==> config.mk <==
export PLATFORM = sky130hd
export DESIGN_NAME = keyed_progressive_letter_cipher
export DESIGN_NICKNAME = d
export VERILOG_FILES = /design/src/rtl/kplc_pkg.sv /design/src/rtl/kplc_front.sv /design/src/rtl/kplc_queue.sv /design/src/rtl/kplc_back.sv /design/src/rtl/keyed_progressive_letter_cipher.sv
export SDC_FILE = /design/constraint.sdc
export NUM_CORES = 1
export LEC_CHECK = 0
export BUFFER_PORTS_ARGS = -buffer_cell sky130_fd_sc_hd__clkbuf_2
export CAP_MARGIN = 30
export CORE_MARGIN = 3
export CORE_UTILIZATION = 45
export CTS_CLUSTER_DIAMETER = 30
export DETAILED_ROUTE_END_ITERATION = 12
export PLACE_DENSITY = 0.68
export REMOVE_ABC_BUFFERS = 1
export SETUP_SLACK_MARGIN = 0.05
export SLEW_MARGIN = 15
export SYNTH_ARGS = -nofsm -noshare
export SYNTH_HDL_FRONTEND = slang
export SYNTH_SLANG_ARGS = --single-unit
export TNS_END_PERCENT = 50
==> constraint.sdc <==
create_clock -name clk_i -period 9.55 [get_ports clk_i]
set_input_delay 0.4775 -clock clk_i [delete_from_list [all_inputs] [get_ports clk_i]]
set_output_delay 0.4775 -clock clk_i [all_outputs]
set_load 0.02 [all_outputs]
==> src/rtl/kplc_pkg.sv <==
package kplc_pkg;

  // Alphabet and character codes.
  localparam int unsigned ALPHA = 26;
  localparam logic [7:0] CHAR_A = 8'd97;
  localparam logic [7:0] CHAR_Z = 8'd122;
  localparam logic [7:0] CHAR_SPACE = 8'd32;

  // Key store geometry.
  localparam int unsigned KEY_MAX = 24;
  localparam int unsigned KEY_HALF = 12;
  localparam int unsigned LETTER_W = 5;
  localparam int unsigned KEY_WORD_W = KEY_HALF * LETTER_W;

  // Configuration port.
  localparam int unsigned CFG_IDX_W = 3;
  localparam int unsigned CFG_DATA_W = KEY_WORD_W;
  localparam logic [CFG_IDX_W-1:0] REG_KEYED_MODE = 3'd0;
  localparam logic [CFG_IDX_W-1:0] REG_DECODE_DIR = 3'd1;
  localparam logic [CFG_IDX_W-1:0] REG_BASE_SHIFT = 3'd2;
  localparam logic [CFG_IDX_W-1:0] REG_KEY_LENGTH = 3'd3;
  localparam logic [CFG_IDX_W-1:0] REG_KEY_LOW = 3'd4;
  localparam logic [CFG_IDX_W-1:0] REG_KEY_HIGH = 3'd5;

  // Queue between front and back.
  localparam int unsigned QDEPTH = 2;
  localparam int unsigned QPTR_W = (QDEPTH > 1) ? $clog2(QDEPTH) : 1;
  localparam int unsigned QCNT_W = $clog2(QDEPTH + 1);

  typedef enum logic [1:0] {
    KIND_SPACE,
    KIND_LETTER,
    KIND_BAD
  } kplc_kind_e;

  typedef struct packed {
    logic [7:0] char_code;
    logic       end_of_message;
  } kplc_in_t;

  typedef struct packed {
    logic [7:0] out_char;
    logic       bad_char;
    logic       last_out;
  } kplc_out_t;

  typedef struct packed {
    logic                  keyed_mode;
    logic                  decode_dir;
    logic [LETTER_W-1:0]   base_shift;
    logic [LETTER_W-1:0]   key_length;
    logic [KEY_WORD_W-1:0] key_low;
    logic [KEY_WORD_W-1:0] key_high;
  } kplc_cfg_t;

  // One classified character on its way to the back end. The shift is
  // already folded for direction, so the back end always adds.
  typedef struct packed {
    kplc_kind_e          kind;
    logic [LETTER_W-1:0] letter;
    logic [LETTER_W-1:0] shift;
    logic                last;
  } kplc_job_t;

  // Reduce a 5-bit value modulo 26.
  function automatic logic [LETTER_W-1:0] mod_alpha(input logic [LETTER_W-1:0] v);
    logic [LETTER_W-1:0] r;
    r = (v >= LETTER_W'(ALPHA)) ? v - LETTER_W'(ALPHA) : v;
    return r;
  endfunction

endpackage

==> src/rtl/kplc_front.sv <==
module kplc_front import kplc_pkg::*; (
  input  logic      clk_i,
  input  logic      rst_ni,
  input  kplc_cfg_t cfg_i,
  input  logic      accept_i,
  input  kplc_in_t  in_data_i,
  output kplc_job_t job_o
);

  logic [LETTER_W-1:0] pos_q, pos_d;
  logic [LETTER_W-1:0] kidx_q, kidx_d;
  logic [LETTER_W-1:0] len, idx, key_val, total;
  logic [LETTER_W-1:0] keys [KEY_MAX];
  logic [6:0]          sum;

  // Unpack the key words into letters.
  always_comb begin
    for (int k = 0; k < KEY_HALF; k++) begin
      keys[k]            = cfg_i.key_low[k*LETTER_W +: LETTER_W];
      keys[k + KEY_HALF] = cfg_i.key_high[k*LETTER_W +: LETTER_W];
    end
  end

  // Effective key length and the key slot in use.
  always_comb begin
    if (cfg_i.key_length == '0) begin
      len = LETTER_W'(1);
    end else if (cfg_i.key_length > LETTER_W'(KEY_MAX)) begin
      len = LETTER_W'(KEY_MAX);
    end else begin
      len = cfg_i.key_length;
    end
    idx = (kidx_q < len) ? kidx_q : '0;
    key_val = mod_alpha(keys[idx]);
  end

  // Total shift modulo 26, folded for decode when the job is built.
  always_comb begin
    sum = 7'(mod_alpha(cfg_i.base_shift));
    if (cfg_i.keyed_mode) begin
      sum = sum + 7'(pos_q) + 7'(key_val);
    end
    priority if (sum >= 7'(2 * ALPHA)) begin
      total = LETTER_W'(sum - 7'(2 * ALPHA));
    end else if (sum >= 7'(ALPHA)) begin
      total = LETTER_W'(sum - 7'(ALPHA));
    end else begin
      total = LETTER_W'(sum);
    end
  end

  // Classify the character and build the job.
  always_comb begin
    job_o.last   = in_data_i.end_of_message;
    job_o.letter = LETTER_W'(in_data_i.char_code - CHAR_A);
    if (cfg_i.decode_dir && total != '0) begin
      job_o.shift = LETTER_W'(ALPHA) - total;
    end else begin
      job_o.shift = total;
    end
    priority if (in_data_i.char_code == CHAR_SPACE) begin
      job_o.kind = KIND_SPACE;
    end else if (in_data_i.char_code >= CHAR_A && in_data_i.char_code <= CHAR_Z) begin
      job_o.kind = KIND_LETTER;
    end else begin
      job_o.kind = KIND_BAD;
    end
  end

  // Position counters advance on every transfer and clear after the last one.
  always_comb begin
    pos_d  = pos_q;
    kidx_d = kidx_q;
    if (accept_i) begin
      if (in_data_i.end_of_message) begin
        pos_d  = '0;
        kidx_d = '0;
      end else begin
        pos_d  = (pos_q == LETTER_W'(ALPHA - 1)) ? '0 : pos_q + LETTER_W'(1);
        kidx_d = (idx + LETTER_W'(1) >= len) ? '0 : idx + LETTER_W'(1);
      end
    end
  end

  always_ff @(posedge clk_i or negedge rst_ni) begin
    if (!rst_ni) begin
      pos_q  <= '0;
      kidx_q <= '0;
    end else begin
      pos_q  <= pos_d;
      kidx_q <= kidx_d;
    end
  end

  // The counters stay inside their ranges.
  assert property (@(posedge clk_i) disable iff (!rst_ni) pos_q < LETTER_W'(ALPHA))
    else $error("position counter out of range");
  assert property (@(posedge clk_i) disable iff (!rst_ni) kidx_q < LETTER_W'(KEY_MAX))
    else $error("key index out of range");

endmodule

==> src/rtl/kplc_queue.sv <==
module kplc_queue import kplc_pkg::*; (
  input  logic      clk_i,
  input  logic      rst_ni,
  input  logic      push_i,
  input  kplc_job_t data_i,
  output logic      full_o,
  input  logic      pop_i,
  output logic      valid_o,
  output kplc_job_t data_o
);

  kplc_job_t         mem_q [QDEPTH];
  logic [QPTR_W-1:0] wptr_q, rptr_q;
  logic [QCNT_W-1:0] cnt_q;
  logic              do_push, do_pop;

  assign full_o  = (cnt_q == QCNT_W'(QDEPTH));
  assign valid_o = (cnt_q != '0);
  assign data_o  = mem_q[rptr_q];
  assign do_push = push_i && !full_o;
  assign do_pop  = pop_i && valid_o;

  function automatic logic [QPTR_W-1:0] next_ptr(input logic [QPTR_W-1:0] p);
    logic [QPTR_W-1:0] n;
    n = (p == QPTR_W'(QDEPTH - 1)) ? '0 : p + QPTR_W'(1);
    return n;
  endfunction

  // Storage takes no reset.
  always_ff @(posedge clk_i) begin
    if (do_push) begin
      mem_q[wptr_q] <= data_i;
    end
  end

  // Pointers and fill count.
  always_ff @(posedge clk_i or negedge rst_ni) begin
    if (!rst_ni) begin
      wptr_q <= '0;
      rptr_q <= '0;
      cnt_q  <= '0;
    end else begin
      if (do_push) begin
        wptr_q <= next_ptr(wptr_q);
      end
      if (do_pop) begin
        rptr_q <= next_ptr(rptr_q);
      end
      if (do_push && !do_pop) begin
        cnt_q <= cnt_q + QCNT_W'(1);
      end else if (do_pop && !do_push) begin
        cnt_q <= cnt_q - QCNT_W'(1);
      end
    end
  end

  // Fill count tracks transfers in and out.
  assert property (@(posedge clk_i) disable iff (!rst_ni) cnt_q <= QCNT_W'(QDEPTH))
    else $error("queue overfilled");
  assert property (@(posedge clk_i) disable iff (!rst_ni)
    (do_push && !do_pop) |=> cnt_q == $past(cnt_q) + QCNT_W'(1))
    else $error("queue count missed a push");

endmodule

==> src/rtl/kplc_back.sv <==
module kplc_back import kplc_pkg::*; (
  input  logic      clk_i,
  input  logic      rst_ni,
  input  logic      job_valid_i,
  input  kplc_job_t job_i,
  output logic      job_pop_o,
  output logic      empty_o,
  input  logic      pop_i,
  output kplc_out_t out_data_o
);

  logic                out_valid_q, out_valid_d;
  kplc_out_t           out_q, out_d;
  logic [LETTER_W:0]   lsum;
  logic [LETTER_W-1:0] lres;

  // Take a job whenever the output register is free or being drained.
  assign job_pop_o = job_valid_i && (!out_valid_q || pop_i);

  // Apply the shift to the letter, modulo 26.
  always_comb begin
    lsum = (LETTER_W+1)'(job_i.letter) + (LETTER_W+1)'(job_i.shift);
    lres = (lsum >= (LETTER_W+1)'(ALPHA)) ? LETTER_W'(lsum - (LETTER_W+1)'(ALPHA))
                                          : LETTER_W'(lsum);
  end

  // Form the result.
  always_comb begin
    out_d.last_out = job_i.last;
    unique case (job_i.kind)
      KIND_SPACE: begin
        out_d.out_char = CHAR_SPACE;
        out_d.bad_char = 1'b0;
      end
      KIND_LETTER: begin
        out_d.out_char = CHAR_A + 8'(lres);
        out_d.bad_char = 1'b0;
      end
      default: begin
        out_d.out_char = '0;
        out_d.bad_char = 1'b1;
      end
    endcase
  end

  always_comb begin
    out_valid_d = out_valid_q;
    if (job_pop_o) begin
      out_valid_d = 1'b1;
    end else if (pop_i) begin
      out_valid_d = 1'b0;
    end
  end

  always_ff @(posedge clk_i or negedge rst_ni) begin
    if (!rst_ni) begin
      out_valid_q <= 1'b0;
    end else begin
      out_valid_q <= out_valid_d;
    end
  end

  always_ff @(posedge clk_i) begin
    if (job_pop_o) begin
      out_q <= out_d;
    end
  end

  assign empty_o    = !out_valid_q;
  assign out_data_o = out_q;

  // A shifted letter stays in the alphabet; an error result is zero.
  assert property (@(posedge clk_i) disable iff (!rst_ni)
    (out_valid_q && !out_q.bad_char && out_q.out_char != CHAR_SPACE)
      |-> (out_q.out_char >= CHAR_A && out_q.out_char <= CHAR_Z))
    else $error("shifted letter left the alphabet");
  assert property (@(posedge clk_i) disable iff (!rst_ni)
    (out_valid_q && out_q.bad_char) |-> out_q.out_char == '0)
    else $error("error result not zero");

endmodule

==> src/rtl/keyed_progressive_letter_cipher.sv <==
// Keyed progressive letter cipher. One ASCII character is pushed per transfer
// and one result comes out per character, in order. Spaces pass unchanged,
// lowercase letters are shifted modulo 26 (Caesar or keyed progressive, encode
// or decode), anything else gives 0 with bad_char set. The block sustains one
// character per clock cycle unless it stalls on a full queue or a held pop; an
// accepted character passes through a two-entry queue between the classifier
// and the shifter, then one output register. Write configuration only
// while no result is outstanding. Position and key counters restart after a
// character marked as the end of a message.
module keyed_progressive_letter_cipher import kplc_pkg::*; (
  input  logic                  clk_i,
  input  logic                  rst_ni,
  input  logic                  cfg_we_i,
  input  logic [CFG_IDX_W-1:0]  cfg_idx_i,
  input  logic [CFG_DATA_W-1:0] cfg_data_i,
  input  logic                  push,
  output logic                  full,
  input  kplc_in_t              in_data_i,
  output logic                  empty,
  input  logic                  pop,
  output kplc_out_t             out_data_o
);

  kplc_cfg_t cfg_q;
  kplc_job_t front_job, back_job;
  logic      accept, job_valid, job_pop;

  // Configuration registers.
  always_ff @(posedge clk_i or negedge rst_ni) begin
    if (!rst_ni) begin
      cfg_q <= '{keyed_mode: 1'b0, decode_dir: 1'b0, base_shift: '0,
                 key_length: LETTER_W'(1), key_low: '0, key_high: '0};
    end else if (cfg_we_i) begin
      unique case (cfg_idx_i)
        REG_KEYED_MODE: cfg_q.keyed_mode <= cfg_data_i[0];
        REG_DECODE_DIR: cfg_q.decode_dir <= cfg_data_i[0];
        REG_BASE_SHIFT: cfg_q.base_shift <= cfg_data_i[LETTER_W-1:0];
        REG_KEY_LENGTH: cfg_q.key_length <= cfg_data_i[LETTER_W-1:0];
        REG_KEY_LOW:    cfg_q.key_low    <= cfg_data_i[KEY_WORD_W-1:0];
        REG_KEY_HIGH:   cfg_q.key_high   <= cfg_data_i[KEY_WORD_W-1:0];
        default: ;
      endcase
    end
  end

  assign accept = push && !full;

  // Front end: classify and compute the shift.
  kplc_front u_front (
    .clk_i     (clk_i),
    .rst_ni    (rst_ni),
    .cfg_i     (cfg_q),
    .accept_i  (accept),
    .in_data_i (in_data_i),
    .job_o     (front_job)
  );

  // Decoupling queue.
  kplc_queue u_queue (
    .clk_i   (clk_i),
    .rst_ni  (rst_ni),
    .push_i  (push),
    .data_i  (front_job),
    .full_o  (full),
    .pop_i   (job_pop),
    .valid_o (job_valid),
    .data_o  (back_job)
  );

  // Back end: apply the shift and hold the result.
  kplc_back u_back (
    .clk_i       (clk_i),
    .rst_ni      (rst_ni),
    .job_valid_i (job_valid),
    .job_i       (back_job),
    .job_pop_o   (job_pop),
    .empty_o     (empty),
    .pop_i       (pop),
    .out_data_o  (out_data_o)
  );

endmodule

==> impl_metrics.yaml, run 1 <==
outcome:
  outcome: "finished clean"
timing:
  fin_setup_tns_ns: 0
  rsz0062_at_grt: "no"
  slew_violations: 0
  worst_pin_slew_ns: 0.917
  hold_ws_ns: 0.0468
  skew_ns: 0.0119
  period_share_pct: 83.2
  hold_viol: 0
  fmax_ghz: 0.126
  slew_headroom_pct: 38.4
  min_period_ns: 7.95
  setup_violations: 0
  worst_slack_ns: 1.60
power_and_ir_drop:
  switchingPower_w: 0.00162
  vdd_drop_max_mv: 0.163
  p_leak_nw: 4.93
  switching_share_pct: 40.9
  pwr-share-clk_pct: 18.1
  p_int_w: 0.00234
  combPwrFrac_pct: 51.9
  power_frac_seq_pct: 30.0
  power_density_nw_per_um2: 347
setup_path:
  path_class: "flop to flop"
  arrival_ns: 8.21
  crit_fanout: 32
  critPathLaunchType: "flop"
  critPathCaptureType: "flop"
  required_ns: 9.81
global_route:
  gr-total-overflow: 0
  grt_pass1_wl_um: 35800
  antenna_found_initial: 0
  grt_max_degree: 82
  grt_util_all_layers_pct: 18.4
  grt_pass1_vias: 6915
synth:
  synthCells: 861
  synth_cell_types: 87
  async_flop_share_pct: 80.3
  synth-edff-count: 36
  yosysSeqAreaShare_pct: 46.9
  synth_ff_type: "dfrtp_1"
  syn_avg_cell_area_sq_um: 11.8
  synth_seq_cells: 183
  yosys_warnings: 0
  syn_area_sq_um: 10200
placement:
  port_buffers: 88
  placed_cell_area_sq_um: 10800
  gp_congestion: 0.880
  pre_cts_ws_ns: 1.38
  dp_hpwl_um: 15900
route:
  avgViaCountPerCell: 5.76
  dr.pass1.iters: 5
  wl_um: 22100
  vias: 7100
  wire_per_inst_um: 18.0
  drcViolationCount: 0
  drt_iter0_drc: 528
  ant_nets: 0
floorplanning:
  core-area_sq_um: 22000
  die_h_um: 156
  ioPinCount: 89
  rows: 54
  initial_core_util_pct: 46.1
  dieArea_sq_um: 24400
  dieWidth_um: 156
clocking:
  cts_root_buf: "clkbuf_16"
  clock_sinks: 183
  cts_post_setup_buffers_inserted: 0
  path_clk_slew_ns: 0.08
  tritoncts: "built"
  cts_hold_buffers: 0
  cts_buffer_depth: 2
  cts_buffers: 17
  cts_resized: 0
  clk_latency_ns: 0.44
  htreeDepth: 4
cells_and_area:
  final_cell_mix: "mux2_2 (149), dfrtp_1 (146), clkbuf_2 (87)"
  drive_gt1_share_pct: 31.7
  syn_to_final_growth_pct: 12.4
  final_area_sq_um: 11400
  antenna_cells: 0
  fin_nets: 1061
  mostFrequentLayoutCell: "mux2_2"
run:
  drv_cap: 0
min_path:
  hold_path_class: "input pin to async pin"
-- worst max-delay path, stage by stage, from the launching register on --
cell	delay [ns]
dfrtp_1	0.58
ha_1	0.40
and4_1	0.35
nand2b_4	0.24
or2_1	0.49
buf_4	0.45
a221oi_1	0.12
or4_1	0.57
o21ai_0	0.17
nor4b_4	0.11
ha_1	0.26
o31ai_1	0.37
o31ai_1	0.18
fa_1	0.52
a222oi_1	0.62
inv_1	0.21
ha_1	0.25
a222oi_1	0.43
o31ai_1	0.22
a22oi_2	0.29
xnor2_1	0.16
ha_1	0.24
nand2b_1	0.14
o22ai_1	0.14
mux2i_1	0.26
-- final timing paths --
kind                                    startpoint                   to  slack [ns]  cells past startpoint
min in group clk_i                  cfg_data_i[53]            cfg_q[53]        0.27                      2
worst min-delay path                        rst_ni            cfg_q[53]        0.05                      1
max in group asynchronous                   rst_ni            cfg_q[47]        8.16                      2
worst max-delay path             u_front.kidx_q[3]  u_queue.mem_q[1][5]        1.60                     24
worst max register to register   u_front.kidx_q[3]  u_queue.mem_q[1][5]        1.60                     24
worst min register to register  u_back.out_valid_q   u_back.out_valid_q        0.49                      2
-- cell usage after synthesis, types with 11 or more instances --
master / number / area [sq um]
ha_1: 42 / 526
xnor2_1: 18 / 158
clkbuf_1: 19 / 71.3
a21oi_1: 20 / 100
o21ai_0: 36 / 180
nand2b_1: 11 / 68.8
inv_1: 35 / 131
mux2i_1: 16 / 160
a211oi_1: 13 / 97.6
nor3_1: 11 / 55.1
o22ai_1: 11 / 68.8
dfrtp_1: 146 / 3650
nand2_1: 49 / 184
nand3_1: 13 / 65.1
edfxtp_1: 36 / 1080
mux2_2: 149 / 1680
a221oi_1: 12 / 105
o21a_1: 13 / 97.6
nor2_1: 31 / 116
-- cell type report --
class / count / area (sq um)
flip-flops and latches: 183 / 4760
clock buffers: 17 / 425
fillers: 1915 / 10600
inverters: 37 / 141
multi-input cells: 601 / 5030
well taps: 280 / 350
clock inverters: 15 / 184
repair buffers: 99 / 527
-- state kept, by name, indices dropped and copies added, names as in the netlist --
name	flops
u_front.pos_q	5
u_back.out_valid_q	1
u_queue.cnt_q	2
u_back.out_data_o	10
u_queue.rptr_q	1
u_queue.wptr_q	1
cfg_q	132
u_front.kidx_q	5
u_queue.mem_q	26
-- routing by layer --
| metal | up-vias | global-route usage [%] | share of wire, % |
|---|---|---|---|
| met4 | 0 | 5.59 | 1.5 |
| met5 | - | 0 | 0 |
| met3 | 32 | 3.84 | 5.7 |
| met1 | 3490 | 25.6 | 46 |
| met2 | 203 | 29.3 | 47 |
| li1 | 3375 | - | - |
-- kinds of logic (layout without fill, tap and decap cells) --
family                     after synthesis  in the layout  synth area share, %
muxes                                  166            166                 18.3
AOI/OAI and AO/OA                      184            184                 13.5
DFF                                    183            183                 46.9
adders and majority gates               45             45                 5.76
buffers and inverters                   77            168                 3.67
and+or+nand+nor                        180            180                 9.62
xor gates and xnor gates                26             26                 2.24
-- power by group through the flow --
stage	sequential, W	clock [W]	combinational (W)
4_1_cts	0.00119	0.000733	0.00205
5_1_grt	0.00122	0.000761	0.00230
2_1_floorplan	0.00119	0	0.00157
3_3_place_gp	0.00120	0	0.00200
3_5_place_dp	0.00121	0	0.00203
6_report	0.00119	0.000719	0.00206
-- through the flow --
step	util, %	power (W)	instances
2_1_floorplan	-	0.00276	821
3_3_place_gp	48.9	0.00320	1195
3_5_place_dp	49.0	0.00324	1197
4_1_cts	51.7	0.00397	1229
5_1_grt	51.9	0.00428	1232
6_report	51.9	0.00397	1232
(Power assumes the default switching activity.)
==> inputs of run 2 (changes only) <==
- clock period: 9.55 -> 7.4 ns (I/O delays scaled with it)
==> impl_metrics.yaml, run 2 (synthesis gave the netlist of run 1 again) <==
timing:
  worst_slack_ns: 0.432
  fin_setup_tns_ns: 0
  slew_violations: 0
  fmax_ghz: 0.144
  setup_violations: 0
  slew_headroom_pct: 43.0
  skew_ns: 0.0125
  period_share_pct: 94.2
  rsz0062_at_grt: "no"
  hold_viol: 0
  worst_pin_slew_ns: 0.833
  min_period_ns: 6.97
power_and_ir_drop:
  power_frac_seq_pct: 29.6
  vdd_drop_max_mv: 0.210
  switching_share_pct: 40.6
  pwr-share-clk_pct: 17.1
  p_int_w: 0.00308
  p_leak_nw: 5.02
  switchingPower_w: 0.00210
  power_density_nw_per_um2: 447
  combPwrFrac_pct: 53.3
placement:
  dp_hpwl_um: 16200
  port_buffers: 88
  gp_congestion: 0.891
  place_inst: 1208
  pre_cts_ws_ns: 0.00603
cells_and_area:
  regMostFlops: "cfg_q"
  final_cell_mix: "mux2_2 (149), dfrtp_1 (146), clkbuf_2 (87)"
  multiInputGateArea_sq_um: 5100
  instances_no_fill: 1246
  fillCellCount: 1941
  antenna_cells: 0
  fin_nets: 1075
  fin_util_pct: 52.6
  syn_to_final_growth_pct: 14.1
  mostFrequentLayoutCell: "mux2_2"
  largest_reg_flops: 132
  register_area_sq_um: 4760
  drive_gt1_share_pct: 33.6
floorplanning:
  ioPinCount: 89
  rows: 54
  dieWidth_um: 156
  dieArea_sq_um: 24400
  die_h_um: 156
  core-area_sq_um: 22000
  initial_core_util_pct: 46.1
setup_path:
  cp-startpoint: "cfg_q[124]"
  arrival_ns: 7.22
  rrSetupSlack_ns: 0.43
  crit_fanout: 12
  required_ns: 7.65
  critPathLaunchType: "flop"
  r2r_end: "u_queue.mem_q[1][5]"
  crit_end: "u_queue.mem_q[1][5]"
  path_class: "flop to flop"
  timing.rr.start: "cfg_q[124]"
  r2r_cells: 27
  critPathCaptureType: "flop"
global_route:
  grt_pass1_vias: 7011
  grt_pass1_wl_um: 36200
  grt_util_all_layers_pct: 18.5
  gr-total-overflow: 0
  grt_max_degree: 70
  antenna_found_initial: 0
clocking:
  cts_buffer_depth: 2
  tritoncts: "built"
  htreeDepth: 4
  clock_sinks: 183
  clk_latency_ns: 0.43
  cts_root_buf: "clkbuf_16"
  path_clk_slew_ns: 0.08
  cts_buffers: 17
outcome:
  outcome: "finished clean"
route:
  vias: 7085
  avgViaCountPerCell: 5.69
  drcViolationCount: 0
  wl_um: 22200
  ant_nets: 0
  dr.pass1.iters: 5
  drt_iter0_drc: 445
  wire_per_inst_um: 17.8
min_path:
  hold_path_class: "input pin to flop"
  holdCritStartpoint: "cfg_data_i[15]"
run:
  drv_cap: 0
## run 2: how the worst min path moves through the flow
stage / slack [ns] / cells past startpoint / to
after floorplan: 0.07 / 0 / cfg_q[0]
after global placement: 0.41 / 1 / cfg_q[74]
after detailed placement: 0.41 / 1 / cfg_q[19]
after CTS: 0.17 / 2 / cfg_q[75]
after global routing: 0.17 / 2 / cfg_q[79]
final: 0.18 / 2 / cfg_q[75]
## run 2: area by class of cell
type / instances / area share, %
inverter: 37 / 1.22
sequential: 183 / 41.1
clock inverter: 13 / 1.15
timing repair buffer: 113 / 5.68
multi-input combinational: 601 / 44.0
clock buffer: 19 / 3.91
tap: 280 / 3.02
## run 2: critical path, cell delays in order (launching register included)
cell	delay, ns
dfrtp_1	0.44
nand2_1	0.12
nand2_1	0.08
ha_1	0.30
and4_2	0.31
nand2b_4	0.20
or2_4	0.33
inv_4	0.18
mux4_2	0.53
a22o_1	0.27
nor4b_4	0.37
ha_4	0.26
o32ai_1	0.33
ha_1	0.37
xnor2_1	0.17
nand2_1	0.07
o21a_1	0.24
inv_1	0.10
ha_1	0.19
a222oi_1	0.35
buf_4	0.19
o311ai_2	0.15
a22oi_2	0.26
xnor2_1	0.18
ha_1	0.25
nand2b_1	0.14
o22ai_1	0.15
mux2i_1	0.25
## run 2: power groups by stage
stage,Clock (W),Sequential [W],Combinational (W)
finish,0.000888,0.00153,0.00276
global route,0.000948,0.00157,0.00308
CTS,0.000906,0.00153,0.00268
detailed placement,0,0.00155,0.00266
global placement,0,0.00155,0.00259
floorplan,0,0.00153,0.00203
## run 2: repair_timing
| item | CTS | global route |
|---|---|---|
| resized for setup | 2 | 15 |
| pin swaps | 0 | 3 |
| endpoints found under the hold margin | 67 | 0 |
| gates cloned | 0 | 0 |
| hold buffers | 1 | 0 |
| setup buffers | 0 | 4 |
| endpoints found under the setup margin | 2 | 8 |
## run 2: per-layer routing
layer / track usage [%] / part of all wire [%]
met5: 0 / 0
met4: 4.79 / 1.5
met3: 4.12 / 5.1
met2: 28.3 / 45
met1: 26.7 / 48
## run 2: through the flow
| stage | hold slack, ns | total power, W | area [sq um] |
|---|---|---|---|
| after floorplan | 0.0744 | 0.00356 | 9930 |
| after global placement | 0.415 | 0.00414 | 10900 |
| after detailed placement | 0.411 | 0.00421 | 10900 |
| after CTS | 0.169 | 0.00512 | 11500 |
| after global routing | 0.170 | 0.00559 | 11600 |
| final | 0.184 | 0.00518 | 11600 |
==> inputs of run 3 (changes only) <==
- CORE_UTILIZATION: 45 -> 55
- PLACE_DENSITY: 0.68 -> 0.79
- SLEW_MARGIN: 15 -> 20
==> impl_metrics.yaml, run 3 (synthesis gave the netlist of run 1 again) <==
power_and_ir_drop:
  p_leak_nw: 5.04
  power_density_nw_per_um2: 462
  vdd_drop_max_mv: 0.321
  power.total_w: 0.00534
route:
  wl_um: 23300
  vias: 7222
  dr.pass1.iters: 5
  avgViaCountPerCell: 6.05
  wire_per_inst_um: 19.5
  ant_nets: 0
  drt_iter0_drc: 506
  drcViolationCount: 0
timing:
  worst_slack_ns: 0.225
  fmax_ghz: 0.139
  slew_headroom_pct: 33.9
  min_period_ns: 7.18
  skew_ns: 0.00910
  period_share_pct: 97.0
  hold_ws_ns: 0.182
  slew_violations: 0
  setup_violations: 0
  hold_viol: 0
  worst_pin_slew_ns: 0.989
setup_path:
  crit_slowest_cell: "a2111oi_0"
  crit_fanout: 7
  critPathTopFamily: "compound AO/OA/AOI/OAI gates"
  path_class: "flop to flop"
  critPathLaunchType: "flop"
  r2r_cells: 27
  cp_common_cell: "ha_1"
  critPathBufInv: 4
  timing.rr.start: "cfg_q[124]"
  r2r_end: "u_queue.mem_q[1][5]"
  max_stage_delay_ns: 0.74
  arrival_ns: 7.43
  critPathCaptureType: "flop"
  required_ns: 7.66
  rrSetupSlack_ns: 0.22
floorplanning:
  die_h_um: 142
  initial_core_util_pct: 56.4
  dieWidth_um: 142
  ioPinCount: 89
  core-area_sq_um: 18000
  dieArea_sq_um: 20100
  rows: 49
placement:
  pre_cts_ws_ns: 0.144
  dp_hpwl_um: 16200
  port_buffers: 88
  gp_congestion: 0.898
clocking:
  clk_latency_ns: 0.43
  path_clk_slew_ns: 0.08
  htreeDepth: 4
  cts_root_buf: "clkbuf_16"
  cts_buffer_depth: 2
  clock_sinks: 183
  tritoncts: "built"
  cts_buffers: 17
global_route:
  met3_usage_pct: 4.75
  grtUsageMet1_pct: 31.3
  grt_pass1_vias: 7366
  gr-total-overflow: 0
  antenna_found_initial: 0
  met2_usage_pct: 39.0
  grt_util_all_layers_pct: 23.4
  grt_max_degree: 64
  top_usage_layer: "met2"
  grt_pass1_wl_um: 37400
cells_and_area:
  syn_to_final_growth_pct: 13.7
  fillCellCount: 1360
  antenna_cells: 0
  drive_gt1_share_pct: 33.5
  regMostFlops: "cfg_q"
  mostFrequentLayoutCell: "mux2_2"
  fin_nets: 1074
  largest_reg_flops: 132
  final_cell_mix: "mux2_2 (149), dfrtp_1 (146), clkbuf_2 (87)"
min_path:
  holdCritStartpoint: "cfg_data_i[34]"
  min_path_cells: 2
  hold_path_class: "input pin to flop"
  holdPathEnd: "cfg_q[34]"
outcome:
  outcome: "finished clean"
run:
  drv_cap: 0
## run 3: cell types whose count changed in the layout (fill, tap and decap cells not counted), sizes merged
cell and delta:
inv +1, clkbuf -1, clkinvlp -2, bufinv +2
buf -1
## run 3: cell type report
class	instances	area, sq um	share of cell area [%]
clock buffers	18	450	3.90
clock inverters	14	200	1.73
inverters	37	144	1.25
multi-input cells	601	5060	43.8
flip-flops and latches	183	4760	41.2
well taps	229	287	2.48
repair buffers	112	649	5.62
## run 3: routing by layer
| layer | vias up | part of all wire (%) |
|---|---|---|
| met4 | 0 | 1.7 |
| met1 | 3546 | 43 |
| met3 | 38 | 6.6 |
| met2 | 242 | 48 |
| li1 | 3396 | - |
| met5 | - | 0 |
## run 3: what timing repair did
item                                    in CTS  in global routing
hold buffers                                 1                  0
endpoints found under the setup margin       0                  8
hold endpoints to repair                    61                  0
buffers inserted                             0                  3
resized for setup                            0                 12
## run 3: worst max path at each step
| stage | depth (start not counted) | to | slack [ns] | start |
|---|---|---|---|---|
| 6_report | 27 | u_queue.mem_q[1][5] | 0.22 | cfg_q[124] |
| 5_1_grt | 28 | u_queue.mem_q[0][5] | -0.09 | cfg_q[124] |
| 4_1_cts | 25 | u_queue.mem_q[1][5] | 0.07 | cfg_q[124] |
| 3_5_place_dp | 25 | u_queue.mem_q[1][5] | 0.14 | cfg_q[124] |
| 3_3_place_gp | 25 | u_queue.mem_q[0][5] | 0.43 | cfg_q[124] |
| 2_1_floorplan | 25 | u_queue.mem_q[0][5] | -0.10 | cfg_q[124] |
## run 3: per-stage QoR
stage	instances	instance area (sq um)	TNS, ns	util, %
floorplan	821	9930	-0.462	-
global placement	1157	10800	0	60.0
detailed placement	1158	10800	0	60.1
CTS	1191	11500	0	63.8
global route	1194	11600	-0.412	64.1
finish	1194	11600	0	64.1
## run 3: power by group
| group | switching, W | internal [W] | leakage [nW] |
|---|---|---|---|
| combinational | 0.00157 | 0.00125 | 2.60 |
| clock | 0.000438 | 0.000543 | 0.320 |
| sequential | 0.000184 | 0.00136 | 2.12 |
